### src/rtl/core/b64mh_pkg.sv
// Package for the base64 + MurmurHash3 block: queue command type, hash
// constants and the base64 alphabet lookup. No dependencies.
package b64mh_pkg;

    // Default characters per encoded line
    localparam int LINE_CHARS_DEF = 76;
    // Line column width, enough for the largest line length
    localparam int COL_W = 7;
    // Depth of the command queue between front and back
    localparam int QUEUE_DEPTH = 4;

    // MurmurHash3 x86_32 constants
    localparam logic [31:0] MUR_C1 = 32'hcc9e2d51;
    localparam logic [31:0] MUR_C2 = 32'h1b873593;
    localparam logic [31:0] MUR_C3 = 32'he6546b64;
    localparam logic [31:0] MUR_F1 = 32'h85ebca6b;
    localparam logic [31:0] MUR_F2 = 32'hc2b2ae35;

    // Special characters of the text stream
    localparam logic [7:0] CHAR_NL  = 8'h0A;
    localparam logic [7:0] CHAR_PAD = 8'h3D;

    // Full group of three bytes in one command
    localparam logic [1:0] NB_FULL = 2'd3;

    // One command from front to back: up to three bytes, left aligned
    typedef struct packed {
        logic [23:0] bytes;
        logic [1:0]  nbytes;
        logic        is_end;
        logic        first;
        logic [31:0] seed;
    } t_cmd;

    // Map a six-bit value to its base64 character
    function automatic logic [7:0] b64_char(input logic [5:0] v);
        logic [7:0] c;
        if (v < 6'd26) begin
            c = 8'h41 + {2'b00, v};
        end else if (v < 6'd52) begin
            c = 8'h61 + {2'b00, v} - 8'd26;
        end else if (v < 6'd62) begin
            c = 8'h30 + {2'b00, v} - 8'd52;
        end else if (v == 6'd62) begin
            c = 8'h2B;
        end else begin
            c = 8'h2F;
        end
        return c;
    endfunction

endpackage

### src/rtl/core/b64mh_queue.sv
// Short command queue between front and back ends.
// Depends on b64mh_pkg for the command type and depth.
module b64mh_queue (
    input  logic               i_clk,
    input  logic               i_rst_n,
    input  logic               i_push,
    input  b64mh_pkg::t_cmd    i_cmd,
    output logic               o_full,
    input  logic               i_pop,
    output logic               o_empty,
    output b64mh_pkg::t_cmd    o_cmd
);
    import b64mh_pkg::*;

    localparam int PTR_W = $clog2(QUEUE_DEPTH);

    t_cmd             r_mem [QUEUE_DEPTH];
    logic [PTR_W-1:0] r_wp;
    logic [PTR_W-1:0] r_rp;
    logic [PTR_W:0]   r_cnt;

    assign o_full  = (r_cnt == (PTR_W+1)'(QUEUE_DEPTH));
    assign o_empty = (r_cnt == '0);
    assign o_cmd   = r_mem[r_rp];

    // Store commands
    always_ff @(posedge i_clk) begin
        if (i_push) begin
            r_mem[r_wp] <= i_cmd;
        end
    end

    // Advance pointers and occupancy
    always_ff @(posedge i_clk) begin
        if (!i_rst_n) begin
            r_wp  <= '0;
            r_rp  <= '0;
            r_cnt <= '0;
        end else begin
            if (i_push) begin
                r_wp <= (r_wp == PTR_W'(QUEUE_DEPTH - 1)) ? '0 : r_wp + 1'b1;
            end
            if (i_pop) begin
                r_rp <= (r_rp == PTR_W'(QUEUE_DEPTH - 1)) ? '0 : r_rp + 1'b1;
            end
            case ({i_push, i_pop})
                2'b10:   r_cnt <= r_cnt + 1'b1;
                2'b01:   r_cnt <= r_cnt - 1'b1;
                default: r_cnt <= r_cnt;
            endcase
        end
    end

endmodule

### config.mk
export PLATFORM = sky130hd
export DESIGN_NAME = b64mh_queue
export DESIGN_NICKNAME = d
export VERILOG_FILES = /design/src/rtl/core/b64mh_pkg.sv /design/src/rtl/core/b64mh_queue.sv
export SDC_FILE = /design/constraint.sdc
export NUM_CORES = 1
export LEC_CHECK = 0
export ABC_AREA = 1
export BUFFER_PORTS_ARGS = -buffer_cell sky130_fd_sc_hd__buf_2
export CAP_MARGIN = 0
export CORE_MARGIN = 3
export CORE_UTILIZATION = 40
export CTS_BUF_LIST = sky130_fd_sc_hd__clkbuf_8
export DETAILED_ROUTE_END_ITERATION = 7
export SLEW_MARGIN = 5
export SYNTH_ARGS = -nofsm -noshare
export SYNTH_HDL_FRONTEND = slang
export SYNTH_SLANG_ARGS = --single-unit
### constraint.sdc
create_clock -name i_clk -period 4.1 [get_ports i_clk]
set_input_delay 0.82 -clock i_clk [delete_from_list [all_inputs] [get_ports i_clk]]
set_output_delay 0.82 -clock i_clk [all_outputs]
set_load 0.02 [all_outputs]
==> impl_metrics.json <==
{
  "relSlewSlack": 0.349,
  "cts_sinks": 249,
  "insertion_delay_ns": 0.54,
  "core_area_um2": 23000,
  "ant_nets": 0,
  "synth_area_leaders": "edfxtp_1, o21ai_0, nor2_1, o22ai_1, o22ai_2",
  "finalPower_w": 0.00553,
  "drive_gt1_frac": 0.292,
  "routabilityCongestion": 0.744,
  "critPathCaptureType": "primary output",
  "drv_cap": 0,
  "n_fill_cell": 2017,
  "post-route-period-util": 0.848,
  "area_delta_synth_final_pct": 17.1,
  "via_count": 5698,
  "dp_hpwl_um": 11500,
  "grt_pass1_vias": 5923,
  "required_ns": 3.28,
  "synthFlopType": "edfxtp_1",
  "setup_viol": 0,
  "h-tree-depth": 2,
  "min_to": "r_mem[2][59]",
  "worst_r2r_endpoint": "r_mem[1][19]",
  "power_density_nw_per_um2": 496,
  "fin_skew_ns": 0.0189,
  "clk_pin_slew_ns": 0.06,
  "start_util": 0.414,
  "cts_tree": "built",
  "synth_edf_count": 240,
  "hold_violations": 0,
  "clockBufferDepth": 3,
  "yosys.area.top_type": "edfxtp_1",
  "first_iter_violations": 368,
  "yosysUniqueCellTypes": 21,
  "cts_buffers": 41,
  "synth_cells": 640,
  "hold_buffers": 0,
  "ios": 126,
  "cp_max_fo": 84,
  "drt_wl_total_um": 20700,
  "tightest_slew_ns": 0.977,
  "r2r_cells": 5,
  "via_per_inst": 5.09,
  "firstDrtPassIters": 5,
  "slew_viol_final": 0,
  "mappedNetlistNets": 711,
  "crit_arrival_ns": 2.66,
  "min_path_cells": 1,
  "dieArea_um2": 25700,
  "post_cts_resize_count": 0,
  "ys_ff_latch": 249,
  "ys.warnings.count": 0,
  "die_h_um": 160,
  "fin_nets": 849,
  "peakVddDrop_uv": 340,
  "period_needed_ns": 3.48,
  "synth.avg_cell_area_um2": 14.9,
  "grtUsageTotal": 0.159,
  "numPortBuffers": 125,
  "fmax_mhz": 288,
  "cts_setup_buffers": 0,
  "seq_area_frac_synth": 0.776,
  "p_leak_nw": 3.97,
  "wire_per_inst_um": 18.5,
  "grt_max_degree": 85,
  "hold_path.class": "input port to register",
  "whs_ns": 0.495,
  "mostFrequentLayoutCells": "edfxtp_1, buf_2, nor2_1",
  "tns_ns": 0,
  "antenna_found_initial": 3,
  "cts_root_buf": "clkbuf_8",
  "layout_commonest_cell": "edfxtp_1",
  "syn-cell-area_um2": 9520,
  "rsz0062_at_grt": "false",
  "r2r-start": "r_wp[1]",
  "grt_pass1_wl_um": 32100,
  "yosysTopAreaCellShare": 0.757,
  "rows": 55,
  "die_x_um": 160,
  "diodes": 0,
  "rrSetupSlack_ns": 2.14,
  "hold_start": "i_cmd[59]",
  "outcome": "complete, no violations",
  "worstSetupPathType": "register to primary output",
  "synthArstFlopShare": 0,
  "grt_overflow": 0,
  "drc": 0,
  "critPathLaunchType": "register"
}
==> metrics by stage <==
| step | area, um2 | std cells | util | setup slack (ns) |
|---|---|---|---|---|
| finish | 11200 | 1120 | 0.485 | 0.624 |
| global route | 11200 | 1120 | 0.485 | 0.427 |
| CTS | 11200 | 1120 | 0.485 | 0.613 |
| detailed placement | 10400 | 1048 | 0.453 | 1.19 |
| global placement | 10400 | 1048 | 0.453 | 1.27 |
| floorplan | 9520 | 640 | - | 1.66 |
==> critical path: stages (launching register included) <==
cell	delay [ns]
dfxtp_4	0.81
inv_4	0.32
buf_12	0.30
o21ai_0	0.30
o22ai_2	0.08
buf_2	0.16
==> cell usage after synthesis (all sizes together) (4+ instances only) <==
| master | instances |
|---|---|
| edfxtp | 240 |
| a21oi | 5 |
| nor3 | 4 |
| o22ai | 60 |
| clkbuf | 23 |
| ha | 6 |
| inv | 18 |
| dfxtp | 9 |
| buf | 15 |
| nor2 | 125 |
| nand2 | 8 |
| o21ai | 124 |
==> state kept, by name, summed over array words and instances (netlist names), named ones only <==
| name | count |
|---|---|
| r_cnt | 3 |
| r_wp | 2 |
| r_rp | 2 |
| r_mem | 240 |
==> routing by layer <==
layer | track usage | vias up | wire length, um
li1 | - | 2682 | -
met5 | 0 | - | 52
met1 | 0.199 | 2796 | 8770
met4 | 0.0540 | 6 | 344
met3 | 0.0549 | 34 | 1530
met2 | 0.258 | 180 | 10000
==> kinds of logic (layout without fill, tap and decap cells) <==
group / after synthesis / after routing / synth area share
adder cells (fa/ha/maj): 7 / 7 / 0.00998
flip-flops: 249 / 249 / 0.776
AO/OA/AOI/OAI: 189 / 189 / 0.120
AND/OR/NAND/NOR: 139 / 139 / 0.0610
buffers and inverters: 56 / 223 / 0.0331
==> worst max path at each step <==
stage / startpoint / endpoint
finish: register / o_cmd[41]
global placement: register / o_cmd[56]
detailed placement: register / o_cmd[53]
floorplan: i_push / r_mem[3][0]
global route: register / o_cmd[41]
CTS: register / o_cmd[53]
==> area by class of cell <==
class | count | area, um2 | share of cell area
sequential | 249 | 7390 | 0.663
multi-input combinational | 335 | 1820 | 0.163
timing repair buffer | 133 | 736 | 0.0660
clock buffer | 43 | 592 | 0.0531
tap | 313 | 392 | 0.0351
clock inverter | 29 | 151 | 0.0136
inverter | 18 | 70.1 | 0.00628
==> power breakdown <==
| part | switching, W | leakage (nW) | internal, W | total (W) |
|---|---|---|---|---|
| registers | 0.0000423 | 2.28 | 0.00291 | 0.00295 |
| clock network | 0.000923 | 0.427 | 0.00104 | 0.00196 |
| logic | 0.000429 | 1.26 | 0.000190 | 0.000620 |
(Power assumes the default switching activity.)
