==> config.mk <==
export PLATFORM = sky130hd
export DESIGN_NAME = b64mh_front
export DESIGN_NICKNAME = d
export VERILOG_FILES = /design/src/rtl/core/b64mh_pkg.sv /design/src/rtl/core/b64mh_front.sv
export SDC_FILE = /design/constraint.sdc
export NUM_CORES = 1
export LEC_CHECK = 0
export ABC_AREA = 1
export BUFFER_PORTS_ARGS = -buffer_cell sky130_fd_sc_hd__clkbuf_2
export CAP_MARGIN = 20
export CORE_ASPECT_RATIO = 0.8
export CORE_MARGIN = 2
export CORE_UTILIZATION = 53
export CTS_CLUSTER_DIAMETER = 100
export DETAILED_ROUTE_END_ITERATION = 10
export GPL_TIMING_DRIVEN = 0
export PLACE_DENSITY = 0.88
export SYNTH_ARGS = -nofsm -noshare
export SYNTH_HDL_FRONTEND = slang
export SYNTH_SLANG_ARGS = --single-unit
export TNS_END_PERCENT = 100
==> constraint.sdc <==
create_clock -name i_clk -period 1.8 [get_ports i_clk]
set_input_delay 0.27 -clock i_clk [delete_from_list [all_inputs] [get_ports i_clk]]
set_output_delay 0.27 -clock i_clk [all_outputs]
set_load 0.02 [all_outputs]
==> src/rtl/core/b64mh_pkg.sv <==
// Package for the base64 + MurmurHash3 block: queue command type, hash
// constants and the base64 alphabet lookup. No dependencies.
package b64mh_pkg;

    // Default characters per encoded line
    localparam int LINE_CHARS_DEF = 76;
    // Line column width, enough for the largest line length
    localparam int COL_W = 7;
    // Depth of the command queue between front and back
    localparam int QUEUE_DEPTH = 4;

    // MurmurHash3 x86_32 constants
    localparam logic [31:0] MUR_C1 = 32'hcc9e2d51;
    localparam logic [31:0] MUR_C2 = 32'h1b873593;
    localparam logic [31:0] MUR_C3 = 32'he6546b64;
    localparam logic [31:0] MUR_F1 = 32'h85ebca6b;
    localparam logic [31:0] MUR_F2 = 32'hc2b2ae35;

    // Special characters of the text stream
    localparam logic [7:0] CHAR_NL  = 8'h0A;
    localparam logic [7:0] CHAR_PAD = 8'h3D;

    // Full group of three bytes in one command
    localparam logic [1:0] NB_FULL = 2'd3;

    // One command from front to back: up to three bytes, left aligned
    typedef struct packed {
        logic [23:0] bytes;
        logic [1:0]  nbytes;
        logic        is_end;
        logic        first;
        logic [31:0] seed;
    } t_cmd;

    // Map a six-bit value to its base64 character
    function automatic logic [7:0] b64_char(input logic [5:0] v);
        logic [7:0] c;
        if (v < 6'd26) begin
            c = 8'h41 + {2'b00, v};
        end else if (v < 6'd52) begin
            c = 8'h61 + {2'b00, v} - 8'd26;
        end else if (v < 6'd62) begin
            c = 8'h30 + {2'b00, v} - 8'd52;
        end else if (v == 6'd62) begin
            c = 8'h2B;
        end else begin
            c = 8'h2F;
        end
        return c;
    endfunction

endpackage

==> src/rtl/core/b64mh_front.sv <==
// Front end: accepts message bytes, groups them by three and pushes commands.
// Holds the seed register. Depends on b64mh_pkg.
module b64mh_front (
    input  logic               i_clk,
    input  logic               i_rst_n,
    input  logic               i_in_valid,
    output logic               o_in_ready,
    input  logic [7:0]         i_data_byte,
    input  logic               i_byte_present,
    input  logic               i_last_item,
    input  logic               i_cfg_valid,
    output logic               o_cfg_ready,
    input  logic [31:0]        i_cfg_data,
    input  logic               i_q_full,
    output logic               o_push,
    output b64mh_pkg::t_cmd    o_cmd
);
    import b64mh_pkg::*;

    logic [31:0] r_seed;
    logic [31:0] r_msg_seed, n_msg_seed;
    logic [15:0] r_gb, n_gb;
    logic [1:0]  r_fill, n_fill;
    logic        r_started;
    logic        r_pushed;
    logic        eff;
    logic        full_grp;

    assign o_in_ready  = !i_q_full;
    assign o_cfg_ready = 1'b1;

    // Classify the request and build the command
    always_comb begin
        eff        = i_in_valid && o_in_ready && (i_byte_present || i_last_item);
        n_msg_seed = r_started ? r_msg_seed : r_seed;
        full_grp   = i_byte_present && (r_fill == 2'd2);
        n_gb       = r_gb;
        n_fill     = r_fill;
        if (full_grp) begin
            n_fill = 2'd0;
        end else if (i_byte_present) begin
            n_gb   = {r_gb[7:0], i_data_byte};
            n_fill = r_fill + 2'd1;
        end
        o_cmd.is_end = i_last_item;
        o_cmd.first  = !r_pushed;
        o_cmd.seed   = n_msg_seed;
        if (full_grp) begin
            o_cmd.bytes  = {r_gb, i_data_byte};
            o_cmd.nbytes = NB_FULL;
        end else begin
            o_cmd.bytes  = (n_fill == 2'd1) ? {n_gb[7:0], 16'h0000} : {n_gb, 8'h00};
            o_cmd.nbytes = n_fill;
        end
        o_push = eff && (full_grp || i_last_item);
        // Drop the partial group once the message ends
        if (i_last_item) begin
            n_fill = 2'd0;
        end
    end

    // Hold seed and grouping state
    always_ff @(posedge i_clk) begin
        if (!i_rst_n) begin
            r_seed     <= '0;
            r_msg_seed <= '0;
            r_gb       <= '0;
            r_fill     <= '0;
            r_started  <= 1'b0;
            r_pushed   <= 1'b0;
        end else begin
            if (i_cfg_valid) begin
                r_seed <= i_cfg_data;
            end
            if (eff) begin
                r_gb       <= n_gb;
                r_fill     <= n_fill;
                r_started  <= !i_last_item;
                r_msg_seed <= n_msg_seed;
                if (o_push) begin
                    r_pushed <= !i_last_item;
                end
            end
        end
    end

endmodule

==> results of run 1 <==
-- routing by layer --
metal / wire length, um / vias to the layer above
li1: - / 2311
met1: 5480 / 2159
met2: 6040 / 302
met3: 1180 / 64
met4: 532 / 0
met5: 0 / -
-- per-stage QoR --
stage	utilization [%]	setup slack (ns)	std cells	TNS (ns)	power [mW]
6_report	74.3	-0.348	930	-5.20	4.67
5_1_grt	74.3	-0.427	930	-7.04	4.88
4_1_cts	71.7	-0.239	925	-2.82	4.53
3_5_place_dp	64.5	-0.194	902	-2.14	3.09
3_3_place_gp	64.5	-0.148	902	-1.26	3.06
2_1_floorplan	-	0.127	691	0	2.76
-- sequential cells by signal, summed over array words and instances, names as in the netlist --
signal and cells:
r_started 1, r_seed 32, r_msg_seed 32, r_fill 2, r_pushed 1, r_gb 16
-- final cells by class --
class | count | area, um2 | area share, %
clock buffer | 10 | 138 | 2.47
sequential | 84 | 1690 | 30.3
tap | 105 | 131 | 2.36
multi-input combinational | 470 | 2130 | 38.3
inverter | 99 | 378 | 6.78
clock inverter | 4 | 51.3 | 0.921
buffer | 39 | 244 | 4.38
timing repair buffer | 119 | 808 | 14.5
-- how the worst max path moves through the flow --
stage                                 startpoint   endpoint  slack [ns]  cells past startpoint
after global routing      r_fill[0]$_SDFFE_PN0P_  o_cmd[54]       -0.43                      9
after detailed placement  r_fill[0]$_SDFFE_PN0P_  o_cmd[54]       -0.19                      9
after global placement    r_fill[0]$_SDFFE_PN0P_  o_cmd[52]       -0.15                      9
final                     r_fill[0]$_SDFFE_PN0P_  o_cmd[54]       -0.35                      9
after floorplan           r_fill[0]$_SDFFE_PN0P_  o_cmd[52]        0.13                      8
after CTS                 r_fill[0]$_SDFFE_PN0P_  o_cmd[52]       -0.24                      9
-- worst register-to-register path, delay by kind of cell, from the launching register on --
| kind | cells | cell delay, ns |
|---|---|---|
| buffers and inverters | 3 | 0.31 |
| flip-flops | 1 | 0.35 |
| adder cells (fa/ha/maj) | 1 | 0.18 |
| AND/OR/NAND/NOR | 5 | 0.59 |
-- cells by family (layout without fill, tap and decap cells) --
logic type	Yosys count	after routing	synth area share, %
fa+ha+maj	1	1	0.300
simple gates	389	390	36.1
flops	84	84	40.3
other cells	1	1	0.0899
buf+inv	138	271	13.6
compound gates	78	78	9.63
-- timing repair --
item	CTS	global route
gates cloned	3	0
setup endpoints to repair	59	57
setup buffers	6	5
pin swaps	17	17
gates resized for setup	94	75
-- synth_stat cells --
master / n
nand2_1: 190
nor2_1: 178
inv_1: 97
dfxtp_1: 84
o21ai_0: 73
buf_2: 16
clkbuf_1: 12
nand3_1: 9
and2_1: 8
buf_1: 5
buf_4: 5
a21oi_1: 2
nand2_2: 2
o21ai_1: 2
a21oi_4: 1
buf_6: 1
conb_1: 1
ha_1: 1
inv_2: 1
inv_4: 1
nand3_2: 1
nor2_2: 1
-- power groups by stage --
stage                     Sequential (mW)  Clock (mW)  Combinational (mW)
after floorplan                      2.06           0               0.692
after global placement               2.08           0               0.979
after detailed placement             2.08           0                1.00
after CTS                            2.04        1.34                1.15
after global routing                 2.06        1.44                1.38
final                                2.05        1.34                1.28
==> results by group, run 1 <==
STA
  • Clock skew: 0.0155 ns
  • Hold Vio Cnt, Final: 0
  • Max-Slew Margin vs Limit: 65.9%
  • Max-slew violation count: 0
  • Worst Tran Pin Value: 0.511 ns
  • Post-route minimum period: 2.15 ns
  • Setup repair after global routing missed its margin: true
  • Endpoints failing setup: 25
  • Fmax: 466 MHz
  • Worst hold slack: 0.129 ns
  • Final period util: 119%
  • Final WS setup: -0.348 ns

Worst setup path
  • Largest delay contributor family on the critical path: simple AND/OR/NAND/NOR gates
  • WP data arrival: 1.88 ns
  • Slowest cell on crit path: dfxtp_2
  • R2R Path End: r_gb[4]$_SDFFE_PN0P_
  • Required time worst endpoint: 1.53 ns
  • Critical Path End Type: primary output
  • Worst Path Buf+Inv: 4
  • CP Launch Type: flop
  • Critical setup path kind: reg -> out
  • Max stage delay on crit path: 0.35 ns
  • Max FO, Critical Path: 5
  • Flop2flop setup slack: 0.33 ns
  • R2R cell count: 9
  • RR Startpoint: r_fill[0]$_SDFFE_PN0P_
  • Crit path cell chain: inv_2 > ha_4 > nand2_4 > buf_6 > clkinvlp_4 > nor2_4 > nand3_2 > nand2_2 > buf_8

Cells and area
  • Most common cell after layout, fill and taps aside: nor2_1
  • Share of cells above drive strength 1: 26.3%
  • Area delta synth->final: 33.6%
  • Fin nets: 870
  • N_diodes: 0
  • Leading cell types in the layout, fill and taps excluded: nor2_1, nand2_1, inv_1, clkbuf_2, dfxtp_1
  • Final instance area: 5570 um2
  • Fillcell total: 558

Synth
  • Seq cells post-synth: 84
  • Yosys Warn Count: 0
  • Netlist cell types: 22
  • Post-synth top area share: 40.3%
  • Synth top area cells: dfxtp_1, nand2_1, nor2_1
  • Area leader, netlist: dfxtp_1
  • Seq/Total Area, Yosys: 40.3%
  • Synth Instances: 691
  • Syn avg cell area: 6.04 um2
  • Synth Cell Area: 4170 um2
  • Net Count, Synth: 739

Placed design
  • Detailed placer's ending HPWL: 7970 um
  • Placer Congestion: 0.866
  • Port buffer count: 106
  • Cell Area, Placed: 4830 um2

Clock tree
  • TritonCTS clock tree: built
  • Clk slew on worst S/H paths: 0.09 ns
  • Clock root buffer: clkbuf_8
  • Worst-Skew Late Latency: 0.36 ns
  • Clk sinks: 84
  • H-tree levels: 3
  • Longest Clk Path Bufs: 2
  • CTS Hold Bufs: 0
  • Num CTS Buffers: 9

GRT
  • Met1 Track Usage GR: 37.8%
  • Grt met3 use: 5.64%
  • First-pass GRT wire length: 19400 um
  • GRT met2 Usage: 44.9%
  • Vias in the first global route: 4224
  • Total Routing Usage GR: 28.3%
  • Most Crowded Layer GR: met2
  • Initial antenna violation count: 0
  • Largest net degree at the start of global routing: 14
  • Congestion Overflow GR: 0

Min path
  • Worst hold start: i_cfg_data[10]
  • Hold path cells: 3
  • Hold Path Class: in -> reg
  • Min-Delay Endpoint: r_seed[10]$_SDFFE_PN0P_

Power
  • Peak supply drop: 0.614 mV
  • Psw: 1.54 mW
  • Power density cells: 838 nW/um2
  • Sw Ratio: 32.9%
  • Internal power: 3.13 mW
  • Reg power frac: 43.9%
  • LEAKAGE: 2.91 nW
  • Comb power frac: 27.5%
  • Clk pwr share: 28.6%

Die
  • Area of the die: 8600 um2
  • Die Ht: 83.4 um
  • Die width: 103 um
  • Core Region: 7500 um2
  • Row cnt: 28
  • Initial Utilization: 55.6%
  • Ports: 110

Run
  • Max Cap Violations: 0

Routing
  • DR vias: 4836
  • Residual DRC: 0
  • ANT nets after route: 0
  • DR pass1 iterations: 6
  • Drt total wl: 13200 um
  • Routed len/inst: 14.2 um
  • DR vias/cell: 5.20
  • DRT iter0 DRCs: 497

Run status
  • Status: complete, but fails checks
  • Failing checks: negative setup slack
(Power assumes the default switching activity.)
==> run 2: changes to the inputs <==
==> constraint.sdc (replaced) <==
create_clock -name i_clk -period 1.8 [get_ports i_clk]
set_input_delay 0.09 -clock i_clk [delete_from_list [all_inputs] [get_ports i_clk]]
set_output_delay 0.09 -clock i_clk [all_outputs]
set_load 0.02 [all_outputs]
==> run 2 against run 1 <==
The run still ends with negative setup slack left. Clock skew barely moved. Routed wire length rose by 11%. Sequential cell count did not move. Final cell count rose by 3.3%. Global-route usage rose by 4.2 points. Via count rose by 7.5%. Critical path depth did not move. Clock power barely moved. First-iteration DRC count rose by 34%. Sequential power barely moved. Largest power group unchanged.
==> results by group, run 2 (synthesis gave the netlist of run 1 again) <==
Power
  • Power density cells: 821 nW/um2
  • Peak supply drop: 0.632 mV
  • LEAKAGE: 3.01 nW

Clock tree
  • Worst-Skew Late Latency: 0.36 ns
  • Clk slew on worst S/H paths: 0.09 ns
  • Longest Clk Path Bufs: 2
  • Clock root buffer: clkbuf_8
  • Clk sinks: 84
  • Num CTS Buffers: 9
  • TritonCTS clock tree: built
  • H-tree levels: 3

Worst setup path
  • Required time worst endpoint: 1.71 ns
  • Max FO, Critical Path: 5
  • CP Launch Type: flop
  • Critical Path End Type: primary output
  • Critical setup path kind: reg -> out
  • WP data arrival: 1.87 ns

Die
  • Die width: 103 um
  • Die Ht: 83.4 um
  • Core Region: 7500 um2
  • Initial Utilization: 55.6%
  • Area of the die: 8600 um2
  • Ports: 110
  • Row cnt: 28

Routing
  • DRT iter0 DRCs: 666
  • Drt total wl: 14600 um
  • DR pass1 iterations: 6
  • Residual DRC: 0
  • DR vias/cell: 5.41
  • DR vias: 5201
  • ANT nets after route: 0
  • Routed len/inst: 15.2 um

Cells and area
  • Share of cells above drive strength 1: 23.6%
  • N_diodes: 0
  • Fin nets: 901
  • Fillcell total: 503
  • Most common cell after layout, fill and taps aside: nor2_1
  • Area delta synth->final: 38.1%
  • Leading cell types in the layout, fill and taps excluded: nor2_1, nand2_1, inv_1, clkbuf_2, dfxtp_1
  • Layout Cells excl Fill: 961
  • Largest regs: r_msg_seed x32, r_seed x32, r_gb x16
  • Util after Layout: 76.8%

STA
  • Post-route minimum period: 1.96 ns
  • Final WS setup: -0.156 ns
  • Hold Vio Cnt, Final: 0
  • Max-slew violation count: 0
  • Final period util: 109%
  • Setup repair after global routing missed its margin: true
  • Fmax: 511 MHz
  • Max-Slew Margin vs Limit: 64.8%
  • Endpoints failing setup: 14
  • Clock skew: 0.0152 ns
  • Worst Tran Pin Value: 0.527 ns
  • Setup tns final: -1.30 ns

Placed design
  • Place WS: -0.0141 ns
  • Placer Congestion: 0.866
  • Port buffer count: 106
  • Placed Instances: 902
  • Detailed placer's ending HPWL: 7970 um

Run
  • Max Cap Violations: 0

Run status
  • Failing checks: negative setup slack
  • Status: complete, but fails checks

GRT
  • Largest net degree at the start of global routing: 14
  • First-pass GRT wire length: 22000 um
  • Vias in the first global route: 4739
  • Total Routing Usage GR: 32.5%
  • Initial antenna violation count: 0
  • Congestion Overflow GR: 0

Min path
  • Hold Path Class: in -> reg
## run 2: path summary, 6_finish.rpt
check                                       startpoint                          to  slack (ns)  depth (start not counted)
worst max-delay path            r_fill[0]$_SDFFE_PN0P_                   o_cmd[58]       -0.16                          9
worst min-delay path                     i_cfg_data[5]      r_seed[5]$_SDFFE_PN0P_       0.004                          3
worst max register to register  r_started$_SDFFE_PN0P_  r_msg_seed[3]$_SDFFE_PN0P_        0.36                          6
worst min register to register   r_pushed$_SDFFE_PN0P_       r_pushed$_SDFFE_PN0P_        0.48                          2
## run 2: layout make-up
type,instances,area (um2),area share [%]
Buffer,39,226,3.93
Clock inverter,4,51.3,0.891
Timing Repair Buffer,150,1070,18.6
Inverter,99,378,6.56
Clock buffer,10,138,2.39
Multi-Input combinational cell,470,2080,36.1
Sequential cell,84,1690,29.3
Tap cell,105,131,2.28
## run 2: stage by stage
step | instance area (um2) | total power, mW | hold WS [ns]
after global placement | 4830 | 3.06 | 0.312
after global routing | 5760 | 4.91 | 0.0813
after floorplan | 4170 | 2.76 | 0.225
final | 5760 | 4.73 | 0.00407
after CTS | 5620 | 4.55 | 0.00767
after detailed placement | 4830 | 3.09 | 0.319
## run 2: where the power goes
part | leakage, nW | internal [mW] | total (mW) | switching [mW]
clock | 0.0942 | 0.664 | 1.35 | 0.688
combinational | 2.22 | 0.507 | 1.32 | 0.818
sequential | 0.694 | 1.98 | 2.05 | 0.0695
## run 2: timing repair
item | in CTS | in global routing
hold buffers | 31 | 0
setup buffers | 6 | 5
cloned | 3 | 0
pin swaps | 13 | 8
setup endpoints to repair | 22 | 22
endpoints found under the hold margin | 31 | 0
gates resized for setup | 67 | 47
## run 2: routing by layer
layer  vias to the layer above  wire, um  GRT usage (%)
met4                         0       760           13.4
met1                      2344      5410           41.2
met2                       384      6810           53.2
met3                       104      1640           6.57
met5                         -         0              0
li1                       2369         -              -
## run 2: worst max-delay path, cell delays in order (launching register included)
cell and delay (ns):
dfxtp_2 0.35, inv_2 0.05, ha_4 0.18, nand2_4 0.07
buf_6 0.10, clkinvlp_4 0.14, nor2_4 0.27, nand3_2 0.12
nand2_2 0.11, buf_8 0.11
